## src/rtl/mlve_pkg.sv

```systemverilog
// Package for the mutation list varint encoder: item, result and job types,
// command codes and default sizes. No dependencies.
`default_nettype none

package mlve_pkg;

  // Width of the position fields on the ports, and the widest position the
  // design supports internally.
  localparam int unsigned FieldPosW = 31;
  localparam int unsigned PosMaxW   = 32;

  // Defaults for the top-level parameters.
  localparam int unsigned POS_WIDTH_DEF   = 31;
  localparam int unsigned QUEUE_DEPTH_DEF = 2;

  typedef enum logic [1:0] {
    CMD_MUT       = 2'd0,
    CMD_MUT_END   = 2'd1,
    CMD_RANGE     = 2'd2,
    CMD_RANGE_END = 2'd3
  } cmd_e_t;

  typedef struct packed {
    logic [1:0]           cmd;
    logic [FieldPosW-1:0] site_pos;
    logic [FieldPosW-1:0] run_end;
    logic [3:0]           mut_code;
  } item_t;

  typedef struct packed {
    logic [7:0] out_byte;
    logic       last_byte;
  } result_t;

  // One unit of work for the byte serializer: an optional varint A, an
  // optional varint B, an optional literal byte C and an optional zero byte D,
  // sent in that order.
  typedef struct packed {
    logic               a_en;
    logic [PosMaxW-1:0] a_val;
    logic               b_en;
    logic [PosMaxW-1:0] b_val;
    logic               c_en;
    logic [7:0]         c_val;
    logic               d_en;
  } job_t;

endpackage

`default_nettype wire

```

## src/rtl/mlve_fifo.sv

```systemverilog
// Short register queue of serializer jobs between the front and back parts.
// Depends on mlve_pkg for the job type.
`default_nettype none

module mlve_fifo #(
  parameter int unsigned DEPTH = mlve_pkg::QUEUE_DEPTH_DEF
) (
  input  wire logic          clk,
  input  wire logic          rst,
  input  wire logic          wr_en,
  input  mlve_pkg::job_t     wr_job,
  output logic               full,
  input  wire logic          rd_en,
  output mlve_pkg::job_t     rd_job,
  output logic               empty
);
  import mlve_pkg::*;

  localparam int unsigned PtrW = (DEPTH > 1) ? $clog2(DEPTH) : 1;
  localparam int unsigned CntW = $clog2(DEPTH + 1);

  job_t            slots [DEPTH];
  logic [PtrW-1:0] wr_ptr;
  logic [PtrW-1:0] rd_ptr;
  logic [CntW-1:0] count;

  logic do_wr;
  logic do_rd;

  assign full   = (count == CntW'(DEPTH));
  assign empty  = (count == '0);
  assign do_wr  = wr_en && !full;
  assign do_rd  = rd_en && !empty;
  assign rd_job = slots[rd_ptr];

  always_ff @(posedge clk) begin
    if (do_wr) begin
      slots[wr_ptr] <= wr_job;
    end
  end

  always_ff @(posedge clk) begin
    if (rst) begin
      wr_ptr <= '0;
      rd_ptr <= '0;
      count  <= '0;
    end else begin
      if (do_wr) begin
        wr_ptr <= (wr_ptr == PtrW'(DEPTH - 1)) ? '0 : wr_ptr + PtrW'(1);
      end
      if (do_rd) begin
        rd_ptr <= (rd_ptr == PtrW'(DEPTH - 1)) ? '0 : rd_ptr + PtrW'(1);
      end
      if (do_wr && !do_rd) begin
        count <= count + CntW'(1);
      end else if (do_rd && !do_wr) begin
        count <= count - CntW'(1);
      end
    end
  end

  // The occupancy never runs past the depth.
  a_count_bound: assert property (@(posedge clk) disable iff (rst)
    count <= CntW'(DEPTH))
    else $error("queue occupancy exceeds its depth");

endmodule

`default_nettype wire

```

## src/rtl/mlve_front.sv

```systemverilog
// Front part: takes input items, keeps the unpaired mutation and the open
// range, and turns each item into at most one serializer job. Uses mlve_pkg.
`default_nettype none

module mlve_front #(
  parameter int unsigned POS_WIDTH = mlve_pkg::POS_WIDTH_DEF
) (
  input  wire logic          clk,
  input  wire logic          rst,
  input  wire logic          push,
  output logic               full,
  input  mlve_pkg::item_t    item,
  output logic               job_push,
  output mlve_pkg::job_t     job,
  input  wire logic          job_full
);
  import mlve_pkg::*;

  logic [POS_WIDTH-1:0] held_pos;
  logic [3:0]           held_mut;
  logic                 held_valid;
  logic [POS_WIDTH-1:0] range_start;
  logic [POS_WIDTH-1:0] range_stop;
  logic                 range_valid;

  logic                 accept;
  logic [PosMaxW-1:0]   pos_ext;
  logic [PosMaxW-1:0]   stop_ext;
  logic [POS_WIDTH-1:0] pos;
  logic [POS_WIDTH-1:0] stop;
  logic                 touch;
  logic                 job_valid;

  assign full     = job_full;
  assign accept   = push && !job_full;
  assign pos_ext  = PosMaxW'(item.site_pos);
  assign stop_ext = PosMaxW'(item.run_end);
  assign pos      = pos_ext[POS_WIDTH-1:0];
  assign stop     = stop_ext[POS_WIDTH-1:0];
  assign touch    = ({1'b0, range_stop} + (POS_WIDTH + 1)'(1)) == {1'b0, pos};
  assign job_push = accept && job_valid;

  always_comb begin
    job       = '0;
    job_valid = 1'b0;
    case (cmd_e_t'(item.cmd))
      CMD_MUT: begin
        if (held_valid) begin
          job_valid = 1'b1;
          job.a_en  = 1'b1;
          job.a_val = PosMaxW'(held_pos);
          job.b_en  = 1'b1;
          job.b_val = PosMaxW'(pos);
          job.c_en  = 1'b1;
          job.c_val = {item.mut_code, held_mut};
        end
      end
      CMD_MUT_END: begin
        job_valid = 1'b1;
        job.d_en  = 1'b1;
        if (held_valid) begin
          job.a_en  = 1'b1;
          job.a_val = PosMaxW'(held_pos);
          job.c_en  = 1'b1;
          job.c_val = {4'b0000, held_mut};
        end
      end
      CMD_RANGE: begin
        if (range_valid && !touch) begin
          job_valid = 1'b1;
          job.a_en  = 1'b1;
          job.a_val = PosMaxW'(range_stop);
          job.b_en  = (range_start != range_stop);
          job.b_val = PosMaxW'(range_start);
        end
      end
      CMD_RANGE_END: begin
        job_valid = 1'b1;
        job.d_en  = 1'b1;
        if (range_valid) begin
          job.a_en  = 1'b1;
          job.a_val = PosMaxW'(range_stop);
          job.b_en  = (range_start != range_stop);
          job.b_val = PosMaxW'(range_start);
        end
      end
      default: begin
        job_valid = 1'b0;
      end
    endcase
  end

  always_ff @(posedge clk) begin
    if (rst) begin
      held_pos    <= '0;
      held_mut    <= '0;
      held_valid  <= 1'b0;
      range_start <= '0;
      range_stop  <= '0;
      range_valid <= 1'b0;
    end else if (accept) begin
      case (cmd_e_t'(item.cmd))
        CMD_MUT: begin
          if (held_valid) begin
            held_valid <= 1'b0;
          end else begin
            held_pos   <= pos;
            held_mut   <= item.mut_code;
            held_valid <= 1'b1;
          end
        end
        CMD_MUT_END: begin
          held_valid <= 1'b0;
        end
        CMD_RANGE: begin
          if (range_valid && touch) begin
            range_stop <= stop;
          end else begin
            range_start <= pos;
            range_stop  <= stop;
            range_valid <= 1'b1;
          end
        end
        CMD_RANGE_END: begin
          range_valid <= 1'b0;
        end
        default: begin
          range_valid <= range_valid;
        end
      endcase
    end
  end

  // The second mutation of a pair always leaves nothing held.
  a_pair_clears: assert property (@(posedge clk) disable iff (rst)
    accept && (item.cmd == CMD_MUT) && held_valid |=> !held_valid)
    else $error("mutation pair did not clear the held mutation");

endmodule

`default_nettype wire

```

## src/rtl/mlve_back.sv

```systemverilog
// Back part: takes jobs from the queue and sends their bytes one per cycle
// through an output register unless the result side stalls. Uses mlve_pkg for job and result types.
`default_nettype none

module mlve_back #(
  parameter int unsigned POS_WIDTH = mlve_pkg::POS_WIDTH_DEF
) (
  input  wire logic          clk,
  input  wire logic          rst,
  input  mlve_pkg::job_t     job,
  input  wire logic          job_empty,
  output logic               job_pop,
  output logic               empty,
  input  wire logic          pop,
  output mlve_pkg::result_t  result
);
  import mlve_pkg::*;

  typedef enum logic [4:0] {
    PH_IDLE = 5'b00001,
    PH_A    = 5'b00010,
    PH_B    = 5'b00100,
    PH_C    = 5'b01000,
    PH_D    = 5'b10000
  } phase_t;

  phase_t               phase;
  phase_t               phase_next;
  phase_t               follow;
  phase_t               first;
  logic [POS_WIDTH-1:0] rest;
  logic [POS_WIDTH-1:0] rest_next;
  logic                 b_en;
  logic [POS_WIDTH-1:0] b_val;
  logic                 c_en;
  logic [7:0]           c_val;
  logic                 d_en;
  logic                 rvalid;

  logic       more;
  logic [7:0] cur_byte;
  logic       seg_done;
  logic       job_last;
  logic       advance;
  logic       emit;
  logic       take;

  assign more     = |rest[POS_WIDTH-1:7];
  assign advance  = !rvalid || pop;
  assign emit     = (phase != PH_IDLE) && advance;
  assign job_last = seg_done && (follow == PH_IDLE);
  assign take     = ((phase == PH_IDLE) || (emit && job_last)) && !job_empty;
  assign job_pop  = take;
  assign empty    = !rvalid;

  // Byte for the current phase, and the phase that comes after it.
  always_comb begin
    cur_byte = 8'h00;
    seg_done = 1'b1;
    follow   = PH_IDLE;
    case (phase)
      PH_A: begin
        cur_byte = {more, rest[6:0]};
        seg_done = !more;
        follow   = b_en ? PH_B : c_en ? PH_C : d_en ? PH_D : PH_IDLE;
      end
      PH_B: begin
        cur_byte = {more, rest[6:0]};
        seg_done = !more;
        follow   = c_en ? PH_C : d_en ? PH_D : PH_IDLE;
      end
      PH_C: begin
        cur_byte = c_val;
        follow   = d_en ? PH_D : PH_IDLE;
      end
      PH_D: begin
        cur_byte = 8'h00;
        follow   = PH_IDLE;
      end
      default: begin
        cur_byte = 8'h00;
        follow   = PH_IDLE;
      end
    endcase
  end

  assign first = job.a_en ? PH_A : job.b_en ? PH_B : job.c_en ? PH_C : PH_D;

  always_comb begin
    phase_next = phase;
    rest_next  = rest;
    if (take) begin
      phase_next = first;
      rest_next  = job.a_en ? job.a_val[POS_WIDTH-1:0] : job.b_val[POS_WIDTH-1:0];
    end else if (emit) begin
      if (seg_done) begin
        phase_next = follow;
        if (follow == PH_B) begin
          rest_next = b_val;
        end
      end else begin
        rest_next = rest >> 7;
      end
    end
  end

  always_ff @(posedge clk) begin
    rest <= rest_next;
    if (take) begin
      b_en  <= job.b_en;
      b_val <= job.b_val[POS_WIDTH-1:0];
      c_en  <= job.c_en;
      c_val <= job.c_val;
      d_en  <= job.d_en;
    end
    if (emit) begin
      result <= '{out_byte: cur_byte, last_byte: job_last};
    end
  end

  always_ff @(posedge clk) begin
    if (rst) begin
      phase  <= PH_IDLE;
      rvalid <= 1'b0;
    end else begin
      phase <= phase_next;
      if (emit) begin
        rvalid <= 1'b1;
      end else if (pop) begin
        rvalid <= 1'b0;
      end
    end
  end

  // A new job is only taken when the serializer is free or finishing a job.
  a_take_free: assert property (@(posedge clk) disable iff (rst)
    job_pop |-> (phase == PH_IDLE) || (emit && job_last))
    else $error("job taken while another is in progress");

  // After a byte that is not a job's last, the job is still in progress.
  a_job_continues: assert property (@(posedge clk) disable iff (rst)
    emit && !job_last |=> phase != PH_IDLE)
    else $error("job dropped before its last byte");

  // A varint byte with its continuation bit set never ends a job.
  a_cont_not_last: assert property (@(posedge clk) disable iff (rst)
    emit && ((phase == PH_A) || (phase == PH_B)) && cur_byte[7] |-> !job_last)
    else $error("continuation byte marked as last");

endmodule

`default_nettype wire

```

## src/rtl/mutation_list_varint_encoder.sv

```systemverilog
// Top level of the mutation list varint encoder: front part, job queue and
// byte serializer. Depends on mlve_pkg, mlve_front, mlve_fifo and mlve_back.
//
//   Channel  | Handshake          | Payload   | Transfer when
//   ---------+--------------------+-----------+---------------------------
//   items    | push in, full out  | item_t    | push high and full low
//   results  | empty out, pop in  | result_t  | pop high and empty low
//
// An item causes at most 11 bytes, as for a mutation pair with two 5-byte
// varints; the serializer sends them one byte per cycle unless the result
// side stalls, and the output byte register sets that rate.
// Items that cause no bytes are handled by the front part alone. The job
// queue holds QUEUE_DEPTH jobs, so items keep being taken while the
// serializer works or the result side stalls, until the queue is full.
// Reset is synchronous; it clears the held mutation, the open range, the
// queue, the serializer phase and the output valid flag. The first item
// can be taken in the cycle after reset is released.
`default_nettype none

module mutation_list_varint_encoder #(
  parameter int unsigned POS_WIDTH   = mlve_pkg::POS_WIDTH_DEF,
  parameter int unsigned QUEUE_DEPTH = mlve_pkg::QUEUE_DEPTH_DEF
) (
  input  wire logic          clk,
  input  wire logic          rst,
  input  wire logic          push,
  output logic               full,
  input  mlve_pkg::item_t    item,
  output logic               empty,
  input  wire logic          pop,
  output mlve_pkg::result_t  result
);
  import mlve_pkg::*;

  // Jobs travel from the front part to the serializer through the queue.
  job_t front_job;
  job_t back_job;
  logic front_push;
  logic queue_full;
  logic queue_empty;
  logic back_pop;

  // The front part holds the pairing and range-merge state and decides
  // which bytes each item causes.
  mlve_front #(
    .POS_WIDTH (POS_WIDTH)
  ) u_front (
    .clk      (clk),
    .rst      (rst),
    .push     (push),
    .full     (full),
    .item     (item),
    .job_push (front_push),
    .job      (front_job),
    .job_full (queue_full)
  );

  // The queue lets the front part take new items while bytes of earlier
  // items are still going out.
  mlve_fifo #(
    .DEPTH (QUEUE_DEPTH)
  ) u_queue (
    .clk    (clk),
    .rst    (rst),
    .wr_en  (front_push),
    .wr_job (front_job),
    .full   (queue_full),
    .rd_en  (back_pop),
    .rd_job (back_job),
    .empty  (queue_empty)
  );

  // The serializer splits each job into varint groups and literal bytes and
  // marks the final byte of each job.
  mlve_back #(
    .POS_WIDTH (POS_WIDTH)
  ) u_back (
    .clk       (clk),
    .rst       (rst),
    .job       (back_job),
    .job_empty (queue_empty),
    .job_pop   (back_pop),
    .empty     (empty),
    .pop       (pop),
    .result    (result)
  );

endmodule

`default_nettype wire

```

## config.mk

```make
export PLATFORM = sky130hd
export DESIGN_NAME = mutation_list_varint_encoder
export DESIGN_NICKNAME = d
export VERILOG_FILES = /design/src/rtl/mlve_pkg.sv /design/src/rtl/mlve_fifo.sv /design/src/rtl/mlve_front.sv /design/src/rtl/mlve_back.sv /design/src/rtl/mutation_list_varint_encoder.sv
export SDC_FILE = /design/constraint.sdc
export NUM_CORES = 1
export LEC_CHECK = 0
export BUFFER_PORTS_ARGS = -buffer_cell sky130_fd_sc_hd__buf_2
export CORE_MARGIN = 10
export CORE_UTILIZATION = 60
export CTS_BUF_LIST = sky130_fd_sc_hd__clkbuf_2
export DETAILED_ROUTE_END_ITERATION = 6
export PLACE_DENSITY = 0.85
export SLEW_MARGIN = 10
export SYNTH_ARGS = -nofsm -noshare
export SYNTH_HDL_FRONTEND = slang
export SYNTH_SLANG_ARGS = --single-unit
```

## constraint.sdc

```tcl
create_clock -name clk -period 10.2 [get_ports clk]
set_clock_uncertainty 0.2 [all_clocks]
set_input_delay 1.02 -clock clk [delete_from_list [all_inputs] [get_ports clk]]
set_output_delay 1.02 -clock clk [all_outputs]
set_load 0.02 [all_outputs]
```

Word level (Yosys, flattened, before mapping)
Memories as Yosys holds them, arrays and structs flattened. A register that Yosys moved wholly into a read port is not among the register bits.
Cells that the tools add are included.
{ "op_classes": {"add_sub_neg": 5, "eq_ne": 15, "n_mux": 43, "n_bitwise": 2, "n_reduce_logical": 39} }
{ "ops": {"columns": ["op", "n"], "rows": [
  ["2-to-1 mux 31 bit", 5],
  ["2-to-1 mux 66 bit", 2],
  ["one-hot mux 33 bit (4 select lines)", 1],
  ["one-hot mux 33 bit (3 select lines)", 1],
  ["2-to-1 mux 75 bit", 1],
  ["2-to-1 mux 5 bit", 9],
  ["2-to-1 mux 33 bit", 1],
  ["adder 31 x 1 -> 32 bit, second input constant", 1],
  ["equality test 32 x 31 -> 1 bit", 1],
  ["inequality test 31 bit", 1],
  ["OR reduction 24 bit", 1],
  ["one-hot mux 9 bit (2 select lines)", 1],
  ["one-hot mux 8 bit (2 select lines)", 1],
  ["one-hot mux 5 bit (3 select lines)", 1],
  ["2-to-1 mux 1 bit", 14],
  ["logical AND 1 bit", 12],
  ["nonzero test 2 bit", 6],
  ["equality test 5 x 1 -> 1 bit, second input constant", 2],
  ["equality test 5 x 3 -> 1 bit, second input constant", 2],
  ["2-to-1 mux 9 bit", 1],
  ["AND reduction 3 bit", 3],
  ["AND reduction 2 bit", 4],
  ["zero test 1 bit", 7],
  ["equality test 2 bit, second input constant", 3],
  ["other kinds (16)", 23]
]} }
{ "totals": {"register_bits": 191, "mem_bits_rw": 152, "inputBits": 72, "out_inout_bits": 11, "elab_cells": 124, "n_memories": 1} }
{ "memory_table": {"columns": ["memory", "depth", "word_bits", "read_ports", "rd_ports_with_merged_regs", "wr", "line_no", "source"], "rows": [
  ["u_queue.slots", 2, 76, 1, 1, 1, "mlve_fifo.sv:22", "job_t slots [DEPTH];"]
]} }

Depth between registers and ports, before layout
{ "depth": {"depth_word": 13, "ltp_mapped": 16} }

By module
Synthesis repeated with hierarchy kept, for this count alone.
{ "unflattened": {"hier_cells": 1319, "area_unflattened_um2": 15959.1} }
{ "by_module_without_submodules": {"columns": ["mod", "n_inst", "cells_each", "area_each_um2", "seq_area_each_um2"], "rows": [
  ["mlve_front", 1, 764, 6118.4, 1981.9],
  ["mlve_fifo", 1, 261, 5705.5, 4664.5],
  ["mlve_back", 1, 294, 4135.2, 2582.5]
]} }

Worst setup path before layout
No wires, ideal clock.
{ "synth_timing": {"path_kind": "register to register", "from": "reg u_front.range_stop[1]", "to": "mem u_queue.slots[1][0] (netlist name), enable pin", "setup_time_ps": 613, "t_arrival_ps": 7956, "t_required_ps": 9387, "path_slack_ps": 1432, "path_stages_with_launch": 11, "cell_sequence": "dfxtp_1 > ha_1 > nand4_4 > or4_4 > or4_1 > xnor2_1 > nand4_1 > or4_4 > nor2_4 > o21a_1 > nor3b_1"} }
{ "synth_via": {"elab_chain_len": 10} }
{ "synth_lines": {"columns": ["element", "line_no", "source"], "rows": [
  ["from (decl)", "mlve_front.sv:23", "logic [POS_WIDTH-1:0] range_stop;"],
  ["from (signal assigned)", "mlve_front.sv:117", "range_stop <= stop;"],
  ["from (signal assigned)", "mlve_front.sv:120", "range_stop <= stop;"],
  ["adder 31 x 1 -> 32 bit", "mlve_front.sv:40", "assign touch = ({1'b0, range_stop} + (POS_WIDTH + 1)'(1)) == {1'b0, pos};"],
  ["equality test 32 x 31 -> 1 bit", "mlve_front.sv:40", null],
  ["zero test 1 bit", "mlve_front.sv:69", "if (range_valid && !touch) begin"],
  ["logical AND 1 bit", "mlve_front.sv:69", null],
  ["2-to-1 mux 1 bit", "mlve_front.sv:69", null],
  ["one-hot mux 1 bit (3 select lines)", "mlve_front.sv:46", "case (cmd_e_t'(item.cmd))"],
  ["logical AND 1 bit", "mlve_front.sv:41", "assign job_push = accept && job_valid;"],
  ["logical AND 1 bit", "mlve_fifo.sv:32", "assign do_wr = wr_en && !full;"],
  ["2-to-1 mux 1 bit", "mlve_fifo.sv:37", "if (do_wr) begin"],
  ["2-to-1 mux 1 bit (not written as such)", "mlve_fifo.sv:38", "slots[wr_ptr] <= wr_job;"],
  ["to (decl)", "mlve_fifo.sv:22", null]
]} }
No other way between the ends.

Worst setup path after layout
{ "layout_timing": {"from": "reg u_back.rest[8]", "to": "reg u_queue.count[1]"} }
{ "layout_via": {"elab_chain_len": 11, "word_cells_on_any_way": 13} }
{ "layout_lines": {"columns": ["element", "line_no", "source"], "rows": [
  ["from (decl)", "mlve_back.sv:31", "logic [POS_WIDTH-1:0] rest;"],
  ["from (signal assigned)", "mlve_back.sv:108", "rest <= rest_next;"],
  ["OR reduction 24 bit *", "mlve_back.sv:48", "assign more = |rest[POS_WIDTH-1:7];"],
  ["zero test 1 bit *", "mlve_back.sv:64, mlve_back.sv:69", null],
  ["2-to-1 mux 1 bit *", null, null],
  ["logical AND 1 bit *", "mlve_back.sv:51", "assign job_last = seg_done && (follow == PH_IDLE);"],
  ["net u_back.job_last", "mlve_back.sv:43", "logic job_last;"],
  ["logical AND 1 bit *", "mlve_back.sv:52", "assign take = ((phase == PH_IDLE) || (emit && job_last)) && !job_empty;"],
  ["logical OR 1 bit *", "mlve_back.sv:52", null],
  ["logical AND 1 bit *", "mlve_back.sv:52", null],
  ["logical AND 1 bit *", "mlve_fifo.sv:33", "assign do_rd = rd_en && !empty;"],
  ["zero test 1 bit", "mlve_fifo.sv:54", "if (do_wr && !do_rd) begin"],
  ["logical AND 1 bit", "mlve_fifo.sv:54", null],
  ["2-to-1 mux 2 bit or nonzero test 2 bit (tied branches)", null, null],
  ["to (signal assigned)", "mlve_fifo.sv:55", "count <= count + CntW'(1);"],
  ["to (signal assigned)", "mlve_fifo.sv:57", "count <= count - CntW'(1);"],
  ["to (decl)", "mlve_fifo.sv:25", "logic [CntW-1:0] count;"]
]} }
The timed path passes the listed nets; every way through them passes the cells marked *.
A chain may end at the register's enable or synchronous reset.

==> flow_summary_export.csv <==
group,metric,value,unit
power,seq_power_share,51.3,%
sta,clock.fmax,208,MHz
routing,via_per_inst,6.03,
flow_run,cap_viol_max_count,0,
sta,post-route-period-util,47.1,%
power,p_sw,1.30,mW
logic_synthesis,synth_top_cells_by_area,"edfxtp_1 46%, dfxtp_1 15%, mux2i_1 6.0%",
cts,clkSlewWorstSetupHoldPaths,0.09,ns
global_route,antenna_found_initial,1,
placement,place.gp.congestion,0.875,
floorplanning,die_area,0.0320,mm²
cells_and_area,drive_gt1_share,20.4,%
logic_synthesis,synth_edf_count,230,
sta,tns,0,ns
cts,cts_hold_buffers,0,
logic_synthesis,ys_warn_count,0,
power,p_comb_share,25.1,%
cts,insertion_delay,0.89,ns
power,peakVddDrop,0.000159,V
logic_synthesis,avgSynthCellArea,11.6,µm²
logic_synthesis,synth_most_common_cell,"edfxtp_1",
logic_synthesis,synth.distinct_cells,61,
power,p_sw_share,33.7,%
sta,relSlewSlack,20.9,%
sta,worst_pin_slew,1.19,ns
worst_setup_path,endpoint_kind,"flip-flop",
global_route,overflow,0,
floorplanning,core_area,0.0250,mm²
outcome,outcome,"finished clean",
routing,ant_nets,0,
floorplanning,start_util,60.5,%
worst_setup_path,critPathRequiredTime,10.77,ns
cells_and_area,fin_area,0.0165,mm²
routing,vias,10700,
cts,cts_resized,0,
routing,drc,0,
logic_synthesis,syn_area,0.0151,mm²
worst_setup_path,critPathKind,"reg -> reg",
cts,clkSinkCount,340,
cts,cts_tree,"built",
sta,finalCriticalPeriod,4.80,ns
cts,cts_buffers,81,
global_route,grt_pass1_wl,55.9,mm
routing,first_pass_iters,6,
sta,report.final.slew_viol_count,0,
floorplanning,die_h,179,µm
power,leakage,5.91,nW
logic_synthesis,synth_top_area_share,45.6,%
routing,wl_per_cell,20.1,µm
worst_hold_path,hold_path.class,"in -> reg",
floorplanning,io_pins,83,
cts,htreeDepth,3,
placement,post_dp_cell_area,0.0157,mm²
sta,grt_setup_unrepaired,"false",
worst_setup_path,start_kind,"flip-flop",
logic_synthesis,synth_cells,1304,
logic_synthesis,synth-main-ff-cell,"edfxtp_1",
global_route,track_usage,22.1,%
cells_and_area,layout.nets,1456,
logic_synthesis,synth_commonest_cells,"230 x edfxtp_1, 218 x nand2_1, 110 x dfxtp_1, 109 x a21oi_1, 91 x mux2i_1",
floorplanning,std_cell_rows,58,
logic_synthesis,synth-seq-cells,340,
floorplanning,die_x,179,µm
logic_synthesis,synth_top_cell_by_area,"edfxtp_1",
power,powerDensity,233,mW/mm²
cts,clk_path_buf_depth,3,
placement,dpl.hpwl,23.7,mm
routing,drt_iter0_markers,1226,
logic_synthesis,synthArstFlopShare,0,%
global_route,grt_max_degree,77,
worst_setup_path,path_max_fanout,65,
power,p_int,2.55,mW
logic_synthesis,ys_seq_area_share,60.2,%
worst_setup_path,critPathArrivalTime,5.37,ns
cts,cts-root-buf,"clkbuf_2",
routing,wl,35.7,mm
power,p_clk_share,23.5,%
logic_synthesis,synth_nets,1378,
cells_and_area,utilization,65.9,%
global_route,grt_pass1_vias,10700,
sta,setup_viol,0,
placement,portBuffers,82,
cts,post_cts_buffers,0,
cells_and_area,area_growth,8.93,%
sta,hold_violations,0,
state kept, by name (all words and copies together) (netlist names), named ones only:
| register | flops |
|---|---|
| u_queue.slots | 148 |
| u_queue.wr_ptr | 1 |
| u_back.rvalid | 1 |
| u_back.rest | 31 |
| u_back.b_val | 31 |
| u_queue.count | 2 |
| u_front.range_start | 31 |
| u_front.held_valid | 1 |
| u_front.range_stop | 31 |
| u_back.phase | 5 |
| u_back.c_en | 1 |
| u_back.result | 9 |
| u_queue.rd_ptr | 1 |
| u_back.b_en | 1 |
| u_back.c_val | 8 |
| u_front.range_valid | 1 |
| u_back.d_en | 1 |
| u_front.held_pos | 31 |
| u_front.held_mut | 4 |
cell type report:
| cell class | instances | area, µm² |
|---|---|---|
| fillers | 1861 | 8550 |
| repair buffers | 98 | 531 |
| clock inverters | 25 | 158 |
| well taps | 330 | 413 |
| clock buffers | 124 | 621 |
| flip-flops and latches | 340 | 9110 |
| inverters | 8 | 30.0 |
| multi-input cells | 853 | 5620 |
| diodes | 1 | 2.50 |
layer usage:
layer | global-route usage (%) | vias to the layer above | routed length [µm]
met5 | 0 | - | 0
met4 | 10.7 | 0 | 1250
met3 | 4.40 | 83 | 3170
met2 | 34.9 | 566 | 16800
met1 | 28.7 | 5106 | 14500
li1 | - | 4980 | -
power groups by stage:
stage / combinational [mW] / clock (mW) / sequential [mW]
final: 0.966 / 0.907 / 1.98
after global routing: 1.05 / 0.998 / 2.00
after global placement: 0.934 / 0 / 1.99
after detailed placement: 0.963 / 0 / 2.00
after floorplan: 0.698 / 0 / 1.97
after CTS: 0.968 / 0.919 / 1.97
worst max-delay path, cell delays in order, from the launching register on:
cell	delay [ns]
edfxtp_1	0.40
nor4_1	0.41
nand4_1	0.22
o21ai_4	0.18
and2_1	0.17
and3_1	0.20
a21o_1	0.13
o21a_2	0.93
inv_2	0.74
ha_1	0.56
or3_1	0.38
a21oi_1	0.13
through the flow:
stage	std cells	setup WS [ns]	total power, mW	hold WS (ns)
after CTS	1778	5.38	3.86	0.102
after global routing	1779	5.06	4.05	0.150
after floorplan	1304	1.43	2.67	0.232
after global placement	1629	5.55	2.93	0.239
final	1779	5.40	3.85	0.164
after detailed placement	1629	5.43	2.97	0.247
worst paths after layout:
| kind | start | to | slack (ns) | cells after the start |
|---|---|---|---|---|
| max reg2reg | u_back.rest[8]$_DFFE_PP_ | u_queue.count[1]$_SDFFE_PP0P_ | 5.40 | 11 |
| max | u_back.rest[8]$_DFFE_PP_ | u_queue.count[1]$_SDFFE_PP0P_ | 5.40 | 11 |
| min | item[9] | u_front.range_stop[5]$_SDFFE_PP0P_ | 0.16 | 3 |
| min reg2reg | u_front.held_pos[24]$_SDFFE_PP0P_ | u_front.held_pos[24]$_SDFFE_PP0P_ | 0.26 | 2 |
layout by cell type, fill, tap and decap left out, types with 5 or more instances in the layout:
cell      netlist  layout
edfxtp_1      230     230
nand2_1       218     218
clkbuf_2        1     124
a21oi_1       109     109
dfxtp_1       110     109
mux2i_1        91      90
buf_2          13      82
a22o_1         69      69
nor2_1         54      52
xnor2_1        43      43
mux2_2         43      43
xor2_1         30      30
a211oi_1       25      25
nand3_1        22      22
nand4_1        20      20
clkinv_1        0      18
o21ai_0        17      16
buf_4           3      16
nor4_1         16      15
and2_1          9       9
nor3_1          9       8
inv_1           8       6
or4_1           5       5
cell families (layout without fill, tap and decap cells):
group           count (synthesis)  count (layout)  share of synthesized area [%]
mux                           134             134                           9.22
compound gates                252             252                           11.1
buf+inv                       111             255                           3.09
other cells                     0               1                              0
flops                         340             340                           60.2
simple gates                  392             392                           12.0
xor+xnor                       73              73                           4.22
fa+ha+maj                       2               2                          0.165
(Power assumes the default switching activity.)
